File: src/rtl/gda_pkg.sv
// ----------------------------------------------------------------------------
// Gregorian date adder package
// Micro-operations, jump conditions, the control store and calendar tables.
// ----------------------------------------------------------------------------
package gda_pkg;

	localparam int PC_BITS = 5;

	typedef logic [PC_BITS-1:0] gda_pc_t;

	typedef enum logic [4:0] {
		OP_NOP,
		OP_LOAD,
		OP_DIV100,
		OP_CHECK,
		OP_WSUM,
		OP_WMOD,
		OP_SUNDAY,
		OP_ADDN,
		OP_DAYSTEP,
		OP_MQUOT,
		OP_MAPPLY,
		OP_CLAMP,
		OP_YAPPLY,
		OP_LEAPFIX,
		OP_RESTORE,
		OP_YDAY,
		OP_DONE
	} gda_op_t;

	typedef enum logic [3:0] {
		C_NONE,
		C_ALWAYS,
		C_NOIN,
		C_INVALID,
		C_KDAYS,
		C_KMONTHS,
		C_KYEARS,
		C_MORE,
		C_OUTFREE
	} gda_cond_t;

	typedef enum logic [1:0] {
		K_DAYS,
		K_MONTHS,
		K_YEARS,
		K_SUNDAY
	} gda_kind_t;

	typedef enum logic [1:0] {
		E_OK,
		E_INVALID,
		E_OVERFLOW
	} gda_err_t;

	typedef struct packed {
		gda_op_t   op;
		gda_cond_t cond;
		gda_pc_t   target;
	} gda_uword_t;

	typedef struct packed {
		logic      invalid;
		gda_kind_t kind;
		logic      more;
		logic      out_free;
	} gda_stat_t;

	localparam logic [13:0] YEAR_MAX   = 14'd9999;
	localparam logic [3:0]  MONTH_LAST = 4'd12;
	localparam int          OUT_W      = 40;

	localparam gda_pc_t A_IDLE = 5'd0;
	localparam gda_pc_t A_ADDN = 5'd9;
	localparam gda_pc_t A_LOOP = 5'd10;
	localparam gda_pc_t A_MON  = 5'd12;
	localparam gda_pc_t A_YR   = 5'd16;
	localparam gda_pc_t A_FIN  = 5'd19;
	localparam gda_pc_t A_DONE = 5'd24;

	function automatic gda_uword_t uw(input gda_op_t op, input gda_cond_t cond,
		input gda_pc_t target);
		gda_uword_t w;
		w.op     = op;
		w.cond   = cond;
		w.target = target;
		return w;
	endfunction

	// Control store. Each word runs one datapath operation and jumps to its
	// target when the condition holds, otherwise it falls through.
	function automatic gda_uword_t ucode(input gda_pc_t pc);
		gda_uword_t w;
		unique case (pc)
			5'd0:    w = uw(OP_LOAD,    C_NOIN,    A_IDLE);
			5'd1:    w = uw(OP_DIV100,  C_NONE,    A_IDLE);
			5'd2:    w = uw(OP_CHECK,   C_INVALID, A_DONE);
			5'd3:    w = uw(OP_NOP,     C_KDAYS,   A_ADDN);
			5'd4:    w = uw(OP_NOP,     C_KMONTHS, A_MON);
			5'd5:    w = uw(OP_NOP,     C_KYEARS,  A_YR);
			5'd6:    w = uw(OP_WSUM,    C_NONE,    A_IDLE);
			5'd7:    w = uw(OP_WMOD,    C_NONE,    A_IDLE);
			5'd8:    w = uw(OP_SUNDAY,  C_ALWAYS,  A_LOOP);
			5'd9:    w = uw(OP_ADDN,    C_NONE,    A_IDLE);
			5'd10:   w = uw(OP_DAYSTEP, C_MORE,    A_LOOP);
			5'd11:   w = uw(OP_NOP,     C_ALWAYS,  A_FIN);
			5'd12:   w = uw(OP_MQUOT,   C_NONE,    A_IDLE);
			5'd13:   w = uw(OP_MAPPLY,  C_NONE,    A_IDLE);
			5'd14:   w = uw(OP_DIV100,  C_NONE,    A_IDLE);
			5'd15:   w = uw(OP_CLAMP,   C_ALWAYS,  A_FIN);
			5'd16:   w = uw(OP_YAPPLY,  C_NONE,    A_IDLE);
			5'd17:   w = uw(OP_DIV100,  C_NONE,    A_IDLE);
			5'd18:   w = uw(OP_LEAPFIX, C_NONE,    A_IDLE);
			5'd19:   w = uw(OP_RESTORE, C_NONE,    A_IDLE);
			5'd20:   w = uw(OP_DIV100,  C_NONE,    A_IDLE);
			5'd21:   w = uw(OP_WSUM,    C_NONE,    A_IDLE);
			5'd22:   w = uw(OP_WMOD,    C_NONE,    A_IDLE);
			5'd23:   w = uw(OP_YDAY,    C_NONE,    A_IDLE);
			5'd24:   w = uw(OP_DONE,    C_OUTFREE, A_IDLE);
			5'd25:   w = uw(OP_NOP,     C_ALWAYS,  A_DONE);
			default: w = uw(OP_NOP,     C_ALWAYS,  A_IDLE);
		endcase
		return w;
	endfunction

	function automatic logic [4:0] month_len(input logic [3:0] m, input logic leap);
		logic [4:0] len;
		case (m) inside
			4'd2:                   len = leap ? 5'd29 : 5'd28;
			4'd4, 4'd6, 4'd9, 4'd11: len = 5'd30;
			default:                len = 5'd31;
		endcase
		return len;
	endfunction

	// Month term of the congruence, (13 * mm - 1) / 5 with March as month one.
	function automatic logic [4:0] zeller_month(input logic [3:0] m);
		logic [4:0] v;
		case (m)
			4'd1:    v = 5'd28;
			4'd2:    v = 5'd31;
			4'd3:    v = 5'd2;
			4'd4:    v = 5'd5;
			4'd5:    v = 5'd7;
			4'd6:    v = 5'd10;
			4'd7:    v = 5'd12;
			4'd8:    v = 5'd15;
			4'd9:    v = 5'd18;
			4'd10:   v = 5'd20;
			4'd11:   v = 5'd23;
			default: v = 5'd25;
		endcase
		return v;
	endfunction

	function automatic logic [8:0] days_before(input logic [3:0] m);
		logic [8:0] v;
		case (m)
			4'd2:    v = 9'd31;
			4'd3:    v = 9'd59;
			4'd4:    v = 9'd90;
			4'd5:    v = 9'd120;
			4'd6:    v = 9'd151;
			4'd7:    v = 9'd181;
			4'd8:    v = 9'd212;
			4'd9:    v = 9'd243;
			4'd10:   v = 9'd273;
			4'd11:   v = 9'd304;
			4'd12:   v = 9'd334;
			default: v = 9'd0;
		endcase
		return v;
	endfunction

endpackage

File: src/rtl/gda_seq.sv
// ----------------------------------------------------------------------------
// Gregorian date adder sequencer
// Step counter over the control store with conditional jumps.
// ----------------------------------------------------------------------------
module gda_seq import gda_pkg::*; (
	input  logic      clk,
	input  logic      arst_n,
	input  logic      in_valid,
	input  gda_stat_t stat,
	output gda_op_t   op,
	output logic      in_ready
);

	gda_pc_t    pc_q;
	gda_pc_t    pc_next;
	gda_uword_t word;
	logic       take;

	always_ff @(posedge clk or negedge arst_n) begin
		if (!arst_n) begin
			pc_q <= A_IDLE;
		end else begin
			pc_q <= pc_next;
		end
	end

	always_comb begin
		word = ucode(pc_q);
		unique case (word.cond)
			C_NONE:    take = 1'b0;
			C_ALWAYS:  take = 1'b1;
			C_NOIN:    take = !in_valid;
			C_INVALID: take = stat.invalid;
			C_KDAYS:   take = stat.kind == K_DAYS;
			C_KMONTHS: take = stat.kind == K_MONTHS;
			C_KYEARS:  take = stat.kind == K_YEARS;
			C_MORE:    take = stat.more;
			C_OUTFREE: take = stat.out_free;
			default:   take = 1'b1;
		endcase
		pc_next  = take ? word.target : pc_q + gda_pc_t'(1);
		op       = word.op;
		in_ready = word.op == OP_LOAD;
	end

endmodule

File: src/rtl/gda_dp.sv
// ----------------------------------------------------------------------------
// Gregorian date adder datapath
// Date registers, century split, weekday and ordinal day units, result register.
// ----------------------------------------------------------------------------
module gda_dp import gda_pkg::*; #(
	parameter int AMOUNT_BITS = 12
) (
	input  logic                   clk,
	input  logic                   arst_n,
	input  gda_op_t                op,
	input  logic                   in_load,
	input  gda_kind_t              in_kind,
	input  logic [13:0]            in_year,
	input  logic [3:0]             in_month,
	input  logic [4:0]             in_day,
	input  logic [AMOUNT_BITS-1:0] in_amount,
	input  logic                   out_ready,
	output gda_stat_t              stat,
	output logic                   out_valid,
	output logic [13:0]            out_year,
	output logic [3:0]             out_month,
	output logic [4:0]             out_day,
	output logic [2:0]             out_wday,
	output logic [8:0]             out_yday,
	output gda_err_t               out_err
);

	localparam int DW  = ((AMOUNT_BITS > 5) ? AMOUNT_BITS : 5) + 1;
	localparam int TW  = AMOUNT_BITS + 1;
	localparam int XW  = AMOUNT_BITS - 1;
	localparam int PW  = XW + 16;
	localparam int YSW = ((AMOUNT_BITS > 14) ? AMOUNT_BITS : 14) + 1;

	gda_kind_t              kind_q;
	logic [13:0]            y0_q;
	logic [3:0]             m0_q;
	logic [4:0]             d0_q;
	logic [AMOUNT_BITS-1:0] n_q;
	logic [13:0]            y_q;
	logic [3:0]             m_q;
	logic [DW-1:0]          d_q;
	logic [7:0]             c_q;
	logic [6:0]             r_q;
	logic [9:0]             f_q;
	logic [2:0]             wd_q;
	logic [8:0]             yd_q;
	logic [AMOUNT_BITS-1:0] q_q;
	logic [TW-1:0]          t_q;
	logic                   ovf_q;
	gda_err_t               err_q;

	logic                   out_valid_q;
	logic [13:0]            out_year_q;
	logic [3:0]             out_month_q;
	logic [4:0]             out_day_q;
	logic [2:0]             out_wday_q;
	logic [8:0]             out_yday_q;
	gda_err_t               out_err_q;

	logic                   leap;
	logic [4:0]             len;
	logic                   invalid;
	logic                   more_raw;
	logic                   wrap;
	logic                   ovf_step;
	logic                   out_free;
	logic [26:0]            prod_y;
	logic [7:0]             c_new;
	logic [14:0]            c100;
	logic [14:0]            r_full;
	logic [7:0]             c_dec;
	logic [6:0]             r_dec;
	logic [9:0]             f_sum;
	logic [21:0]            prod_f;
	logic [7:0]             q7;
	logic [10:0]            q7x7;
	logic [10:0]            wd_full;
	logic [8:0]             yd_new;
	logic [TW-1:0]          t_sum;
	logic [XW-1:0]          x_t;
	logic [PW-1:0]          prod_t;
	logic [TW-1:0]          q12;
	logic [TW-1:0]          rem;
	logic [YSW-1:0]         ny_m;
	logic [YSW-1:0]         ny_y;

	always_comb begin
		leap     = (r_q != 7'd0) ? (r_q[1:0] == 2'd0) : (c_q[1:0] == 2'd0);
		len      = month_len(m_q, leap);
		invalid  = y_q == 14'd0 || y_q > YEAR_MAX || m_q == 4'd0 || m_q > MONTH_LAST ||
			d_q == DW'(0) || d_q > DW'(len);
		more_raw = d_q > DW'(len);
		wrap     = m_q == MONTH_LAST;
		ovf_step = wrap && y_q == YEAR_MAX;
		out_free = !out_valid_q || out_ready;

		prod_y = 27'(y_q) * 27'd5243;
		c_new  = prod_y[26:19];
		c100   = 15'(c_new) * 15'd100;
		r_full = 15'(y_q) - c100;

		if (m_q < 4'd3 && r_q == 7'd0) begin
			c_dec = c_q - 8'd1;
			r_dec = 7'd99;
		end else if (m_q < 4'd3) begin
			c_dec = c_q;
			r_dec = r_q - 7'd1;
		end else begin
			c_dec = c_q;
			r_dec = r_q;
		end
		f_sum = 10'(d_q[4:0]) + 10'(zeller_month(m_q)) + 10'(r_dec) + 10'(r_dec[6:2]) +
			10'(c_dec[7:2]) + {c_dec, 2'b00} + 10'(c_dec);

		prod_f  = 22'(f_q) * 22'd2341;
		q7      = prod_f[21:14];
		q7x7    = {q7, 3'b000} - 11'(q7);
		wd_full = 11'(f_q) - q7x7;

		yd_new = days_before(m_q) + 9'(leap && m_q > 4'd2) + 9'(d_q[4:0]);

		t_sum  = TW'(m_q) + TW'(n_q) - TW'(1);
		x_t    = t_sum[TW-1:2];
		prod_t = PW'(x_t) * PW'(17'd43691);
		q12    = TW'({q_q, 3'b000}) + TW'({q_q, 2'b00});
		rem    = t_q - q12;
		ny_m   = YSW'(y_q) + YSW'(q_q);
		ny_y   = YSW'(y_q) + YSW'(n_q);

		stat.invalid  = invalid;
		stat.kind     = kind_q;
		stat.more     = more_raw && !ovf_step;
		stat.out_free = out_free;
	end

	always_ff @(posedge clk) begin
		unique case (op)
			OP_LOAD: begin
				if (in_load) begin
					kind_q <= in_kind;
					y0_q   <= in_year;
					m0_q   <= in_month;
					d0_q   <= in_day;
					n_q    <= in_amount;
					y_q    <= in_year;
					m_q    <= in_month;
					d_q    <= DW'(in_day);
					ovf_q  <= 1'b0;
					err_q  <= E_OK;
					wd_q   <= 3'd0;
					yd_q   <= 9'd0;
				end
			end
			OP_DIV100: begin
				c_q <= c_new;
				r_q <= r_full[6:0];
			end
			OP_CHECK: begin
				if (invalid) begin
					err_q <= E_INVALID;
				end
			end
			OP_WSUM: begin
				f_q <= f_sum;
			end
			OP_WMOD: begin
				wd_q <= wd_full[2:0];
			end
			OP_SUNDAY: begin
				d_q <= d_q + DW'(7) - DW'(wd_q);
			end
			OP_ADDN: begin
				d_q <= d_q + DW'(n_q);
			end
			OP_DAYSTEP: begin
				if (more_raw) begin
					if (ovf_step) begin
						ovf_q <= 1'b1;
					end else begin
						d_q <= d_q - DW'(len);
						m_q <= wrap ? 4'd1 : m_q + 4'd1;
						if (wrap) begin
							y_q <= y_q + 14'd1;
							if (r_q == 7'd99) begin
								r_q <= 7'd0;
								c_q <= c_q + 8'd1;
							end else begin
								r_q <= r_q + 7'd1;
							end
						end
					end
				end
			end
			OP_MQUOT: begin
				t_q <= t_sum;
				q_q <= AMOUNT_BITS'(prod_t[PW-1:17]);
			end
			OP_MAPPLY: begin
				if (ny_m > YSW'(YEAR_MAX)) begin
					ovf_q <= 1'b1;
				end else begin
					y_q <= ny_m[13:0];
					m_q <= rem[3:0] + 4'd1;
				end
			end
			OP_CLAMP: begin
				if (more_raw) begin
					d_q <= DW'(len);
				end
			end
			OP_YAPPLY: begin
				if (ny_y > YSW'(YEAR_MAX)) begin
					ovf_q <= 1'b1;
				end else begin
					y_q <= ny_y[13:0];
				end
			end
			OP_LEAPFIX: begin
				if (m_q == 4'd2 && d_q == DW'(29) && !leap) begin
					m_q <= 4'd3;
					d_q <= DW'(1);
				end
			end
			OP_RESTORE: begin
				if (ovf_q) begin
					y_q   <= y0_q;
					m_q   <= m0_q;
					d_q   <= DW'(d0_q);
					err_q <= E_OVERFLOW;
				end
			end
			OP_YDAY: begin
				yd_q <= yd_new;
			end
			OP_DONE: begin
				if (out_free) begin
					out_year_q  <= y_q;
					out_month_q <= m_q;
					out_day_q   <= d_q[4:0];
					out_wday_q  <= wd_q;
					out_yday_q  <= yd_q;
					out_err_q   <= err_q;
				end
			end
			default: begin
			end
		endcase
	end

	always_ff @(posedge clk or negedge arst_n) begin
		if (!arst_n) begin
			out_valid_q <= 1'b0;
		end else if (op == OP_DONE && out_free) begin
			out_valid_q <= 1'b1;
		end else if (out_ready) begin
			out_valid_q <= 1'b0;
		end
	end

	assign out_valid = out_valid_q;
	assign out_year  = out_year_q;
	assign out_month = out_month_q;
	assign out_day   = out_day_q;
	assign out_wday  = out_wday_q;
	assign out_yday  = out_yday_q;
	assign out_err   = out_err_q;

endmodule

File: src/rtl/gregorian_date_adder.sv
// ----------------------------------------------------------------------------
// Gregorian date adder
// Adds days, months or years to a date, or moves it to the next Sunday, and
// reports the day of week, the day of year and an error code.
// ----------------------------------------------------------------------------
//  Channel   Direction  Payload (from bit 0 up)
//  s_*       in         kind, year_in, month_in, day_in, amount
//  m_*       out        year_out, month_out, day_out, weekday, year_day, error_code
//
// One item at a time. An invalid date goes from the check straight to the completion step;
// for days the loop crosses one month boundary per step, and this day loop sets the worst
// case. The input is ready again in the cycle after the result is loaded, even while it
// waits. While the result register is full the sequencer alternates between its
// completion step and a wait step that jumps back to it. Reset clears the step counter and
// valid flag.
// ----------------------------------------------------------------------------
module gregorian_date_adder import gda_pkg::*; #(
	parameter int AMOUNT_BITS = 12,
	localparam int IN_W = ((25 + AMOUNT_BITS + 7) / 8) * 8
) (
	input  logic            clk,
	input  logic            arst_n,
	input  logic            s_tvalid,
	output logic            s_tready,
	input  logic [IN_W-1:0] s_tdata,   // kind, year_in, month_in, day_in, amount
	output logic            m_tvalid,
	input  logic            m_tready,
	output logic [OUT_W-1:0] m_tdata   // year_out, month_out, day_out, weekday,
	                                    // year_day, error_code
);

	gda_op_t    op;
	gda_stat_t  stat;
	logic       in_load;
	logic [13:0] out_year;
	logic [3:0]  out_month;
	logic [4:0]  out_day;
	logic [2:0]  out_wday;
	logic [8:0]  out_yday;
	gda_err_t    out_err;

	assign in_load = s_tvalid && s_tready;

	gda_seq u_seq (
		.clk      (clk),
		.arst_n   (arst_n),
		.in_valid (s_tvalid),
		.stat     (stat),
		.op       (op),
		.in_ready (s_tready)
	);

	gda_dp #(
		.AMOUNT_BITS (AMOUNT_BITS)
	) u_dp (
		.clk       (clk),
		.arst_n    (arst_n),
		.op        (op),
		.in_load   (in_load),
		.in_kind   (gda_kind_t'(s_tdata[1:0])),
		.in_year   (s_tdata[15:2]),
		.in_month  (s_tdata[19:16]),
		.in_day    (s_tdata[24:20]),
		.in_amount (s_tdata[25 +: AMOUNT_BITS]),
		.out_ready (m_tready),
		.stat      (stat),
		.out_valid (m_tvalid),
		.out_year  (out_year),
		.out_month (out_month),
		.out_day   (out_day),
		.out_wday  (out_wday),
		.out_yday  (out_yday),
		.out_err   (out_err)
	);

	assign m_tdata = {3'b000, out_err, out_yday, out_wday, out_day, out_month, out_year};

`ifndef ASSERT_OFF
	a_one_at_a_time: assert property (@(posedge clk) disable iff (!arst_n)
		s_tvalid && s_tready |=> !s_tready)
		else $error("input taken while an item is in progress");

	a_invalid_fields: assert property (@(posedge clk) disable iff (!arst_n)
		m_tvalid && out_err == E_INVALID |-> out_wday == 3'd0 && out_yday == 9'd0)
		else $error("invalid date result carries weekday or day of year");

	a_valid_fields: assert property (@(posedge clk) disable iff (!arst_n)
		m_tvalid && out_err != E_INVALID |-> out_wday < 3'd7 && out_yday != 9'd0 &&
		out_yday <= 9'd366 && out_month != 4'd0 && out_month <= 4'd12 && out_day != 5'd0)
		else $error("result date out of range");

	a_year_range: assert property (@(posedge clk) disable iff (!arst_n)
		m_tvalid && out_err == E_OK |-> out_year != 14'd0 && out_year <= YEAR_MAX)
		else $error("result year out of range");

	a_result_source: assert property (@(posedge clk) disable iff (!arst_n)
		$rose(m_tvalid) |-> $past(op == OP_DONE))
		else $error("result raised outside the completion step");
`endif

endmodule

File: config.mk
export PLATFORM = sky130hd
export DESIGN_NAME = gregorian_date_adder
export DESIGN_NICKNAME = d
export VERILOG_FILES = /design/src/rtl/gda_pkg.sv /design/src/rtl/gda_seq.sv /design/src/rtl/gda_dp.sv /design/src/rtl/gregorian_date_adder.sv
export SDC_FILE = /design/constraint.sdc
export NUM_CORES = 1
export LEC_CHECK = 0
export ABC_AREA = 1
export BUFFER_PORTS_ARGS = -buffer_cell sky130_fd_sc_hd__buf_2
export CAP_MARGIN = 5
export CORE_MARGIN = 5
export CORE_UTILIZATION = 46
export CTS_CLUSTER_DIAMETER = 60
export DETAILED_ROUTE_END_ITERATION = 16
export GPL_TIMING_DRIVEN = 0
export PLACE_DENSITY = 0.6
export SKIP_LAST_GASP = 1
export SLEW_MARGIN = 10
export SYNTH_ARGS = -nofsm -noshare
export SYNTH_HDL_FRONTEND = slang
export SYNTH_SLANG_ARGS = --single-unit
File: constraint.sdc
create_clock -name clk -period 17.9 [get_ports clk]
set_input_delay 0.895 -clock clk [delete_from_list [all_inputs] [get_ports clk]]
set_output_delay 0.895 -clock clk [all_outputs]
set_load 0.02 [all_outputs]
Word level (Yosys, flattened, before mapping)
Memories as Yosys holds them, arrays and structs flattened. A register that Yosys moved wholly into a read port is not among the register bits.
Index checks and enable logic that the tools add are counted.
{"block": "op_classes", "n_lt_le_gt_ge": 7, "reduce_logical": 48, "mul": 4, "add_sub_neg": 29, "n_mux": 60, "eq_ne": 48}
{"cell": "14-bit 2-to-1 mux", "count": 7}
{"cell": "13-bit case mux with 7 select lines", "count": 1}
{"cell": "13-bit 2-to-1 mux", "count": 6}
{"cell": "14-bit case mux with 5 select lines", "count": 1}
{"cell": "7-bit 2-to-1 mux", "count": 6}
{"cell": "5-bit by 4-bit == test with 1-bit output, second input constant", "count": 8}
{"cell": "8-bit 2-to-1 mux", "count": 5}
{"cell": "4-bit 2-to-1 mux", "count": 9}
{"cell": "15-bit by 14-bit greater-than comparator with 1-bit output, second input constant", "count": 2}
{"cell": "11-bit by 16-bit multiplier with 27-bit output, second input constant", "count": 1}
{"cell": "14-bit by 13-bit multiplier with 27-bit output, second input constant", "count": 1}
{"cell": "4-bit by 3-bit == test with 1-bit output, second input constant", "count": 6}
{"cell": "2-bit by 1-bit inequality test with 1-bit output, second input constant", "count": 11}
{"cell": "5-bit by 3-bit == test with 1-bit output, second input constant", "count": 4}
{"cell": "4-bit case mux with 5 select lines", "count": 1}
{"cell": "9-bit case mux with 2 select lines", "count": 1}
{"cell": "10-bit by 12-bit multiplier with 17-bit output, second input constant", "count": 1}
{"cell": "4-bit == test, second input constant", "count": 4}
{"cell": "8-bit case mux with 2 select lines", "count": 1}
{"cell": "14-bit by 10-bit adder with 15-bit output", "count": 1}
{"cell": "14-bit by 12-bit adder with 15-bit output", "count": 1}
{"cell": "14-bit by 1-bit adder with 14-bit output, second input constant", "count": 1}
{"cell": "14-bit == test, second input constant", "count": 1}
{"cell": "14-bit greater-than comparator, second input constant", "count": 1}
{"cell": "69 further kinds", "count": 115}
{"block": "totals", "reg_bits": 165, "rom_bits": 672, "n_memories": 3, "word_cells": 224, "in_bits": 44}
{"memory": "(no name shown)", "depth": 32, "word_bits": 14, "rd": 1, "rd_clocked_by_memory_dff": 0, "write_ports": 0, "line_no": "gda_pkg.sv:94", "text": "unique case (pc)"}
{"memory": "(no name shown)", "depth": 16, "word_bits": 9, "rd": 1, "rd_clocked_by_memory_dff": 1, "write_ports": 0, "line_no": "gda_pkg.sv:158", "text": "case (m)"}
{"memory": "(no name shown)", "depth": 16, "word_bits": 5, "rd": 1, "rd_clocked_by_memory_dff": 1, "write_ports": 0, "line_no": "gda_pkg.sv:139", "text": "case (m)"}

Longest topological paths before layout
Gate-level depths: netlist of run 1.
{"block": "logic_depth", "depth_word": 8, "mapped_depth": 34}

Hierarchy
From an unflattened synthesis of run 1, not the netlist that was laid out.
{"block": "unflattened", "cells_unflattened": 2456, "area_unflattened_um2": 21236.6}
{"mod": "gda_dp", "seq_area_each_um2": 5079.9, "area_each_um2": 20314.5, "n_inst": 1, "cells_per_inst": 2316}
{"mod": "gda_seq", "seq_area_each_um2": 125.1, "area_each_um2": 888.4, "n_inst": 1, "cells_per_inst": 134}
{"mod": "gregorian_date_adder", "seq_area_each_um2": 0.0, "area_each_um2": 33.8, "n_inst": 1, "cells_per_inst": 6}

Worst setup path before layout of run 1
No wires, ideal clock.
{"block": "synth_timing", "path_kind": "reg-to-reg", "from": "register u_dp.m_q[1]", "to": "register u_dp.q_q[8], data pin", "period_less_slack_ps": 6782, "arrival_time_ps": 6525, "setup_slack_ps": 11118, "n_path_buf": 0, "setup_ps": 257, "path_stages_with_launch": 33, "path_cell_list": "edfxtp_1 -> inv_1 -> ha_1 -> inv_1 -> ha_1 -> inv_1 -> fa_1 -> o21ai_0 -> a21oi_1 -> o21bai_1 -> a21oi_1 -> o21bai_1 -> xor2_1 -> inv_1 -> ha_1 -> inv_1 -> fa_1 -> inv_1 -> fa_1 -> inv_1 -> fa_1 -> fa_1 -> inv_1 -> ha_1 -> nand2_1 -> nor2_1 -> a221oi_1 -> o21ai_0 -> a21oi_1 -> inv_1 -> nand2_1 -> nand2_1 -> xor2_1"}
{"block": "synth_via", "elab_chain_len": 3}
{"element": "start: declaration", "line_no": "gda_dp.sv:40", "text": "logic [3:0] m_q;"}
{"element": "start signal: assignment", "line_no": "gda_dp.sv:146", "text": "m_q <= in_month;"}
{"element": "start signal: assignment", "line_no": "gda_dp.sv:181", "text": "m_q <= wrap ? 4'd1 : m_q + 4'd1;"}
{"element": "start signal: assignment", "line_no": "gda_dp.sv:203", "text": "m_q <= rem[3:0] + 4'd1;"}
{"element": "4-bit by 12-bit adder with 13-bit output", "line_no": "gda_dp.sv:122", "text": "t_sum = TW'(m_q) + TW'(n_q) - TW'(1);"}
{"element": "13-bit by 1-bit subtractor with 13-bit output", "line_no": "gda_dp.sv:122"}
{"element": "11-bit by 16-bit multiplier with 27-bit output", "line_no": "gda_dp.sv:124", "text": "prod_t = PW'(x_t) * PW'(17'd43691);"}
{"element": "via u_dp.prod_t[25]", "line_no": "gda_dp.sv:81", "text": "logic [PW-1:0] prod_t;"}
{"element": "end signal: assignment", "line_no": "gda_dp.sv:196", "text": "q_q <= AMOUNT_BITS'(prod_t[PW-1:17]);"}
{"element": "end: declaration", "line_no": "gda_dp.sv:47", "text": "logic [AMOUNT_BITS-1:0] q_q;"}
The timed path passes the listed nets, and every way through them passes these cells.
A chain may end at the register's enable or synchronous reset.

Worst setup path in the final report of run 1
Ends and elaborated chain as after synthesis.

==> results.md, run 1 <==
* aggregate routed wire length: 54.6 mm
* longest individual stage delay on the worst path: 0.56 ns
* critical path class: register to register
* clock transition at the registers of the reported paths: 0.07 ns
* Worst Path Max Fanout: 7
* data required time at the worst endpoint: 18.13 ns
* final hold vios: 0
* Post-CTS Setup Inserts: 0
* CTS H-Tree Depth: 4
* Synth async-reset ratio: 0.0335
* transition time of the tightest slew-check pin: 1.01 ns
* RSZ-0062 raised after global routing: no
* run status: finished, final reports clean
* HPWL after detailed placement: 45.9 mm
* number of nets in the finished design: 3091
* io pins: 86
* kind of end point of the critical path: register
* core region area: 0.0454 mm2
* clock tree from TritonCTS: done
* die boundary height: 224 um
* total clock buffers created by CTS: 17
* maximum number of pins on one net before global-route repair: 21
* post-CTS resize count: 0
* Via density: 5.26
* number of core rows: 78
* most common cell after layout, fill and taps aside: sky130_fd_sc_hd__inv_1
* skew final: 0.00973 ns
* count of vias placed by the detailed router: 16540
* insertion delay of the later-clocked pin in the worst-skew pair: 0.48 ns
* number of maximum-capacitance constraint violations: 0
* Post-route DRC: 0
* clock sinks: 179
* Synth cell types: 65
* max-slew violations: 0
* post-layout min period: 7.83 ns
* Mapped Cells: 2423
* initial antenna violation count: 4
* area grow syn2layout: 8.97%
* synthesized cell area: 0.0211 mm2
* first-pass GRT wire length: 88.2 mm
* share of the cycle needed by the critical path after routing: 0.438
* DRT Pass-1 Iters: 5
* Post-synth EDFFs: 159
* crit path launch type: register
* synthesized area per cell: 8.70 um2
* top achievable clock speed: 128 MHz
* CP dominant cell by count: sky130_fd_sc_hd__inv_1
* root buffer cell: sky130_fd_sc_hd__clkbuf_16
* vias in the first global route: 16881
* share of final-layout standard cells stronger than drive strength 1: 0.0720
* cell with the largest stage delay on the worst path: sky130_fd_sc_hd__fa_1
* filler instances: 4320
* overall die area: 0.0502 mm2
* commonest cells after routing, fill and taps aside: 469 x sky130_fd_sc_hd__inv_1, 399 x sky130_fd_sc_hd__nand2_1, 375 x sky130_fd_sc_hd__ha_1, 159 x sky130_fd_sc_hd__edfxtp_1
* count of yosys warnings during synthesis: 0
* largest buffer count on any clock path: 2
* aggregate negative setup slack: 0 ns
* Starting DRT DRC Count: 821
* Final setup viols: 0
* path type of the worst min-delay path: primary input to async pin
* Final Wtd Congestion: 0.937
* number of buffers added to fix hold violations after cts: 0
* Antenna Violating Nets Remaining: 0
* post-synthesis sequential element count: 179
* sequential fraction of the synthesis area: 0.247
* GR Overflow Total: 0
* main flop type after synthesis: sky130_fd_sc_hd__edfxtp_1
* tightest slew margin relative to the limit: 0.321
* All-Layer GR Usage: 0.221
* Arr. time, crit path: 8.06 ns
* I/O Buffers: 79
* Initial Util: 0.465
* width of the die: 224 um
* drt wl/cell: 17.4 um
## final timing paths
kind | slack (ns) | from | cells after the start | to
max in group asynchronous | 17.52 | arst_n | 1 | u_dp.out_valid$_DFFE_PN0P_
worst max register to register | 10.07 | u_dp.m_q[1]$_DFFE_PP_ | 32 | u_dp.q_q[8]$_DFFE_PN_
min in group clk | 0.42 | u_dp.yd_q[6]$_SDFFCE_PN0P_ | 0 | u_dp.out_yday[6]$_DFFE_PP_
worst min register to register | 0.42 | u_dp.yd_q[6]$_SDFFCE_PN0P_ | 0 | u_dp.out_yday[6]$_DFFE_PP_
worst max-delay path | 10.07 | u_dp.m_q[1]$_DFFE_PP_ | 32 | u_dp.q_q[8]$_DFFE_PN_
worst min-delay path | 0.23 | arst_n | 1 | u_seq.pc_q[1]$_DFF_PN0_
## Yosys cell counts, types with 12 or more instances
| library cell | count | share of area |
|---|---|---|
| sky130_fd_sc_hd__a21o_1 | 12 | 0.0043 |
| sky130_fd_sc_hd__fa_1 | 144 | 0.14 |
| sky130_fd_sc_hd__nand3_1 | 110 | 0.026 |
| sky130_fd_sc_hd__ha_1 | 375 | 0.22 |
| sky130_fd_sc_hd__o2111ai_1 | 14 | 0.0058 |
| sky130_fd_sc_hd__xnor2_1 | 27 | 0.011 |
| sky130_fd_sc_hd__nand2_1 | 399 | 0.071 |
| sky130_fd_sc_hd__o21bai_1 | 15 | 0.0053 |
| sky130_fd_sc_hd__dfxtp_1 | 14 | 0.013 |
| sky130_fd_sc_hd__inv_1 | 469 | 0.083 |
| sky130_fd_sc_hd__a21oi_1 | 127 | 0.030 |
| sky130_fd_sc_hd__nand4_1 | 39 | 0.012 |
| sky130_fd_sc_hd__xor2_1 | 83 | 0.034 |
| sky130_fd_sc_hd__o21ai_0 | 91 | 0.022 |
| sky130_fd_sc_hd__edfxtp_1 | 159 | 0.23 |
| sky130_fd_sc_hd__nor2_1 | 146 | 0.026 |
| sky130_fd_sc_hd__o211ai_1 | 13 | 0.0046 |
| sky130_fd_sc_hd__nor3_1 | 26 | 0.0062 |
## cell type report
| cell class | count | area, um2 | area share |
|---|---|---|---|
| Multi-Input combinational cell | 1741 | 14000 | 0.608 |
| Sequential cell | 179 | 5200 | 0.227 |
| Inverter | 481 | 1810 | 0.0786 |
| Tap cell | 600 | 751 | 0.0327 |
| Clock buffer | 20 | 500 | 0.0218 |
| Timing Repair Buffer | 84 | 473 | 0.0206 |
| Buffer | 24 | 159 | 0.00691 |
| Clock inverter | 12 | 123 | 0.00534 |
| Antenna cell | 1 | 2.50 | 0.000109 |
## cells by family (layout without fill, tap and decap cells)
kind of cell / count (synthesis) / after routing / share of synthesized area
xor+xnor: 110 / 110 / 0.0457
compound gates: 337 / 337 / 0.0956
simple gates: 771 / 771 / 0.159
other cells: 1 / 4 / 0.000178
mux: 1 / 1 / 0.000534
fa+ha+maj: 519 / 519 / 0.359
flops: 179 / 179 / 0.247
buf+inv: 505 / 621 / 0.0932
## layer usage
metal	up-vias	part of all wire	track usage
met4	6	0.016	0.0458
met1	7942	0.44	0.287
met3	58	0.040	0.0347
met2	309	0.50	0.393
met5	-	0.00062	0
li1	8225	-	-
## critical path: cells and delay by family, from the launching register on
kind / cells / cell delay, ns
adders and majority gates: 9 / 3.52
xor gates and xnor gates: 2 / 0.45
DFF: 1 / 0.50
buffers and inverters: 9 / 0.80
AOI/OAI and AO/OA: 9 / 2.09
and+or+nand+nor: 3 / 0.22
## state kept, by name (all words and copies together), names as in the netlist, 7 cells and up, named ones only
| signal | count |
|---|---|
| u_dp.out_year | 14 |
| u_dp.y0_q | 14 |
| u_dp.y_q | 14 |
| u_dp.d_q | 13 |
| u_dp.n_q | 12 |
| u_dp.f_q | 10 |
| u_dp.q_q | 10 |
| u_dp.out_yday | 9 |
| u_dp.yd_q | 9 |
| u_dp.c_q | 8 |
| u_dp.r_q | 7 |
## through the flow
stage                     hold slack (ns)  std cells   util  setup WS (ns)  area, um2
final                               0.227       3142  0.506          10.07      23000
after global routing                0.215       3141  0.506           9.54      23000
after CTS                           0.210       3141  0.506          10.09      23000
after detailed placement            0.406       3109  0.493          10.12      22400
after global placement              0.405       3104  0.490          10.23      22200
after floorplan                     0.400       2425      -          11.12      21100
Power of run 1 is left out: the tool's default activity adds up to more than one toggle a clock period on the data nets, which glitch-free logic cannot reach.
==> run 2: changes to the inputs <==
clock period = 8.2 ns   (was 17.9 ns; I/O delays follow)
==> results.md, run 2 (synthesis gave the netlist of run 1 again) <==
* run status: finished, final reports clean, unchanged
* worst hold start: s_tdata[34]
* CP dominant cell by count: sky130_fd_sc_hd__inv_1, unchanged
* overall die area: 0.0502 mm2, unchanged
* Critical Path Start: u_dp.m_q[1]$_DFFE_PP_, unchanged
* Final Wtd Congestion: 0.937, unchanged
* post-layout min period: 7.69 ns, was 7.83 ns
* Post-route DRC: 0, unchanged
* filler instances: 4321, was 4320
* storage element area: 0.00520 mm2, unchanged
* total clock buffers created by CTS: 17, unchanged
* vias in the first global route: 16876, was 16881
* path type of the worst min-delay path: primary input to register, was primary input to async pin
* clock sinks: 179, unchanged
* Antenna Violating Nets Remaining: 0, unchanged
* first-pass GRT wire length: 88.2 mm, about the same
* I/O Buffers: 79, unchanged
* root buffer cell: sky130_fd_sc_hd__clkbuf_16, unchanged
* number of nets in the finished design: 3092, was 3091
* RSZ-0062 raised after global routing: no, unchanged
* number of maximum-capacitance constraint violations: 0, unchanged
* Initial Util: 0.465, unchanged
* skew final: 0.0108 ns, was 0.00973 ns
* max-slew violations: 0, unchanged
* insertion delay of the later-clocked pin in the worst-skew pair: 0.49 ns, was 0.48 ns
* transition time of the tightest slew-check pin: 1.02 ns, was 1.01 ns
* RR Startpoint: u_dp.m_q[1]$_DFFE_PP_, unchanged
* Starting DRT DRC Count: 813, was 821
* count of vias placed by the detailed router: 16516, was 16540
* FF-to-FF path depth: 32, unchanged
* area grow syn2layout: 9.05%, was 8.97%
* data required time at the worst endpoint: 8.43 ns, was 18.13 ns
* initial antenna violation count: 4, unchanged
* Final setup viols: 0, unchanged
* multi-input gate area in the final layout: 0.0140 mm2, about the same
* Hold Crit Depth: 1
* width of the die: 224 um, unchanged
* tightest slew margin relative to the limit: 0.316, was 0.321
* core region area: 0.0454 mm2, unchanged
* critical path class: register to register, unchanged
* maximum number of pins on one net before global-route repair: 21, unchanged
* longest individual stage delay on the worst path: 0.52 ns, was 0.56 ns
* largest buffer count on any clock path: 2, unchanged
* clock tree from TritonCTS: done, unchanged
* Regs by FF count: u_dp.out_year (14), u_dp.y0_q (14), u_dp.y_q (14), unchanged
* DRT Pass-1 Iters: 8, was 5
* final hold vios: 0, unchanged
* HPWL after detailed placement: 45.9 mm, unchanged
* aggregate negative setup slack: 0 ns, unchanged
* commonest cells after routing, fill and taps aside: 469 x sky130_fd_sc_hd__inv_1, 399 x sky130_fd_sc_hd__nand2_1, 375 x sky130_fd_sc_hd__ha_1, 159 x sky130_fd_sc_hd__edfxtp_1, unchanged
* top achievable clock speed: 130 MHz, was 128 MHz
* Worst Path Max Fanout: 7, unchanged
* clock transition at the registers of the reported paths: 0.08 ns, was 0.07 ns
* Post-CTS Setup Inserts: 0, unchanged
* CTS H-Tree Depth: 4, unchanged
* drt wl/cell: 17.4 um, about the same
* share of final-layout standard cells stronger than drive strength 1: 0.0728, was 0.0720
* number of core rows: 78, unchanged
* All-Layer GR Usage: 0.221, about the same
* most common cell after layout, fill and taps aside: sky130_fd_sc_hd__inv_1, unchanged
* io pins: 86, unchanged
* GR Overflow Total: 0, unchanged
* Via density: 5.25, was 5.26
* Arr. time, crit path: 7.92 ns, was 8.06 ns
* aggregate routed wire length: 54.6 mm, about the same
* kind of end point of the critical path: register, unchanged
* cell with the largest stage delay on the worst path: sky130_fd_sc_hd__fa_1, unchanged
* crit path launch type: register, unchanged
* die boundary height: 224 um, unchanged
* share of the cycle needed by the critical path after routing: 0.938, was 0.438
==> run 2: cell count changes in the layout (fill, tap and decap cells not counted) <==
cell	before	now
sky130_fd_sc_hd__dlygate4sd3_1	0	1
sky130_fd_sc_hd__a21oi_1	126	124
sky130_fd_sc_hd__a21oi_2	2	4
==> run 2: final timing paths <==
kind                                                   end  slack, ns
worst max-delay path                 u_dp.q_q[8]$_DFFE_PN_       0.51
worst min-delay path                 u_dp.n_q[9]$_DFFE_PP_        0.1
worst max register to register       u_dp.q_q[8]$_DFFE_PN_       0.51
worst min register to register  u_dp.out_yday[6]$_DFFE_PP_       0.42
max in group asynchronous       u_dp.out_valid$_DFFE_PN0P_       7.78
min in group asynchronous          u_seq.pc_q[1]$_DFF_PN0_       0.27
==> run 2: timing repair <==
item | CTS | global route
hold buffers | 1 | 0
setup endpoints to repair | 0 | 2
hold endpoints to repair | 6 | 0
resized for setup | 0 | 2
==> run 2: critical path, delay by kind of cell, from the launching register on <==
| kind | cells | cell delay (ns) |
|---|---|---|
| simple gates | 4 | 0.43 |
| flops | 1 | 0.50 |
| buf+inv | 7 | 0.64 |
| compound gates | 10 | 1.95 |
| xor+xnor | 2 | 0.55 |
| fa+ha+maj | 9 | 3.35 |
==> run 2: metrics by stage <==
| stage | std cells | instance area (um2) | utilization | hold WS (ns) | worst slack [ns] |
|---|---|---|---|---|---|
| 2_1_floorplan | 2425 | 21100 | - | 0.114 | 1.42 |
| 3_3_place_gp | 3104 | 22200 | 0.490 | 0.246 | 0.530 |
| 3_5_place_dp | 3109 | 22400 | 0.493 | 0.248 | 0.417 |
| 4_1_cts | 3142 | 23000 | 0.507 | 0.0731 | 0.386 |
| 5_1_grt | 3142 | 23000 | 0.507 | 0.0719 | 0.0266 |
| 6_report | 3143 | 23000 | 0.507 | 0.0971 | 0.512 |
==> run 2: routing by layer <==
layer | GRT usage | part of all wire | vias up | wire (um)
met4 | 0.0458 | 0.015 | 6 | 828
met5 | 0 | 0.00062 | - | 34
met2 | 0.393 | 0.50 | 278 | 27300
met3 | 0.0347 | 0.038 | 53 | 2070
li1 | - | - | 8235 | -
met1 | 0.287 | 0.45 | 7944 | 24300
==> run 2: layout make-up <==
cell class,count,area share
Multi-Input combinational cell,1741,0.607
Sequential cell,179,0.226
Inverter,481,0.0785
Tap cell,600,0.0326
Clock buffer,20,0.0218
Timing Repair Buffer,85,0.0210
Buffer,24,0.00691
Clock inverter,12,0.00533
Antenna cell,1,0.000109
Power of run 2 is left out for the same reason.
==> run 3: changes to the inputs <==
clock period = 9.5 ns   (was 8.2 ns; I/O delays follow)
==> results.md, run 3 (synthesis gave the netlist of run 1 again) <==
* uppermost layer routed: met5, unchanged
* crit path launch type: register, unchanged
* total instance count after detailed placement: 3109, unchanged
* worst hold start: s_tdata[34], unchanged
* Via density: 5.26, was 5.25
* commonest cells after routing, fill and taps aside: 469 x sky130_fd_sc_hd__inv_1, 399 x sky130_fd_sc_hd__nand2_1, 375 x sky130_fd_sc_hd__ha_1, 159 x sky130_fd_sc_hd__edfxtp_1, unchanged
* critical path class: register to register, unchanged
* Critical Path Start: u_dp.m_q[1]$_DFFE_PP_, unchanged
* path type of the worst min-delay path: primary input to register, unchanged
* Worst path top cell family by delay: adder cells, unchanged
* number of core rows: 78, unchanged
* final hold vios: 0, unchanged
* top achievable clock speed: 127 MHz, was 130 MHz
* number of maximum-capacitance constraint violations: 0, unchanged
* run status: finished, final reports clean, unchanged
* Worst Path Max Fanout: 7, unchanged
* Post-CTS Setup Inserts: 0, unchanged
* GR Overflow Total: 0, unchanged
* total clock buffers created by CTS: 17, unchanged
* Antenna Violating Nets Remaining: 0, unchanged
* die boundary height: 224 um, unchanged
* transition time of the tightest slew-check pin: 1.02 ns, about the same
* skew final: 0.0101 ns, was 0.0108 ns
* Final Wtd Congestion: 0.937, unchanged
* Final setup viols: 0, unchanged
* Starting DRT DRC Count: 807, was 813
* cell with the largest stage delay on the worst path: sky130_fd_sc_hd__fa_1, unchanged
* share of the cycle needed by the critical path after routing: 0.826, was 0.938
* first-pass GRT wire length: 88.2 mm, unchanged
* share of final-layout standard cells stronger than drive strength 1: 0.0720, was 0.0728
* filler instances: 4319, was 4321
* clock sinks: 179, unchanged
* area post-placement: 0.0224 mm2, unchanged
* overall die area: 0.0502 mm2, unchanged
* HPWL after detailed placement: 45.9 mm, unchanged
* multi-input gate area in the final layout: 0.0140 mm2, about the same
* largest buffer count on any clock path: 2, unchanged
* post-layout instance area: 0.0230 mm2, about the same
* met3 wirelength from detailed routing: 2.05 mm, was 2.07 mm
* drt wl/cell: 17.4 um, about the same
* post-CTS resize count: 0, unchanged
* width of the die: 224 um, unchanged
* initial antenna violation count: 4, unchanged
* DRT Pass-1 Iters: 6, was 8
* io pins: 86, unchanged
* clock tree from TritonCTS: done, unchanged
* kind of end point of the critical path: register, unchanged
* Post-route DRC: 0, unchanged
* data required time at the worst endpoint: 9.73 ns, was 8.43 ns
* core region area: 0.0454 mm2, unchanged
* RR Startpoint: u_dp.m_q[1]$_DFFE_PP_, unchanged
* longest individual stage delay on the worst path: 0.56 ns, was 0.52 ns
* Initial Util: 0.465, unchanged
* Regs by FF count: u_dp.out_year (14), u_dp.y0_q (14), u_dp.y_q (14), unchanged
* Arr. time, crit path: 8.08 ns, was 7.92 ns
* post-layout min period: 7.85 ns, was 7.69 ns
* detailed-routing wirelength on met1: 24.4 mm, was 24.3 mm
* aggregate routed wire length: 54.6 mm, about the same
* buffer and inverter count on the worst path: 9, was 7
* max-slew violations: 0, unchanged
* CP dominant cell by count: sky130_fd_sc_hd__inv_1, unchanged
* number of nets in the finished design: 3092, unchanged
* most common cell after layout, fill and taps aside: sky130_fd_sc_hd__inv_1, unchanged
* met2 layer wire length in the routed design: 27.2 mm, was 27.3 mm
* area grow syn2layout: 9.02%, was 9.05%
* All-Layer GR Usage: 0.221, unchanged
* count of vias placed by the detailed router: 16536, was 16516
* aggregate negative setup slack: 0 ns, unchanged
* root buffer cell: sky130_fd_sc_hd__clkbuf_16, unchanged
* storage element area: 0.00520 mm2, unchanged
* insertion delay of the later-clocked pin in the worst-skew pair: 0.48 ns, was 0.49 ns
* maximum number of pins on one net before global-route repair: 21, unchanged
* tightest slew margin relative to the limit: 0.317, was 0.316
* clock transition at the registers of the reported paths: 0.08 ns, about the same
* vias in the first global route: 16876, unchanged
* I/O Buffers: 79, unchanged
* RSZ-0062 raised after global routing: no, unchanged
* final instance count without filler cells: 3143, unchanged
* CTS H-Tree Depth: 4, unchanged
[run 3: timing repair]
item	4_1_cts	5_1_grt
hold buffers	1	0
endpoints found under the setup margin	0	0
hold endpoints to repair	6	0
[run 3: final timing paths]
path / end / slack, ns / cells past startpoint
worst max-delay path: u_dp.q_q[8]$_DFFE_PN_ / 1.65 / 32
worst min-delay path: u_dp.n_q[9]$_DFFE_PP_ / 0.17 / 1
worst max register to register: u_dp.q_q[8]$_DFFE_PN_ / 1.65 / 32
worst min register to register: u_dp.out_yday[6]$_DFFE_PP_ / 0.42 / 0
max in group asynchronous: u_dp.out_valid$_DFFE_PN0P_ / 9.01 / 2
min in group asynchronous: u_seq.pc_q[1]$_DFF_PN0_ / 0.34 / 2
[run 3: routing by layer]
layer / track usage / up-vias
met2: 0.393 / 292
met1: 0.287 / 7941
met3: 0.0347 / 59
met4: 0.0458 / 6
met5: 0 / -
li1: - / 8238
[run 3: through the flow]
stage | hold WS, ns | utilization | setup slack (ns)
after floorplan | 0.179 | - | 2.72
after global placement | 0.311 | 0.490 | 1.83
after detailed placement | 0.313 | 0.493 | 1.72
after CTS | 0.138 | 0.507 | 1.69
after global routing | 0.137 | 0.507 | 1.14
final | 0.165 | 0.507 | 1.65
[run 3: final cells by class]
cell class	instances	area share
inverter	481	0.0785
antenna	1	0.000109
buffer	24	0.00691
sequential	179	0.226
multi-input combinational	1741	0.607
timing repair buffer	85	0.0210
tap	600	0.0327
clock buffer	20	0.0218
clock inverter	12	0.00533
Power of run 3 is left out for the same reason.
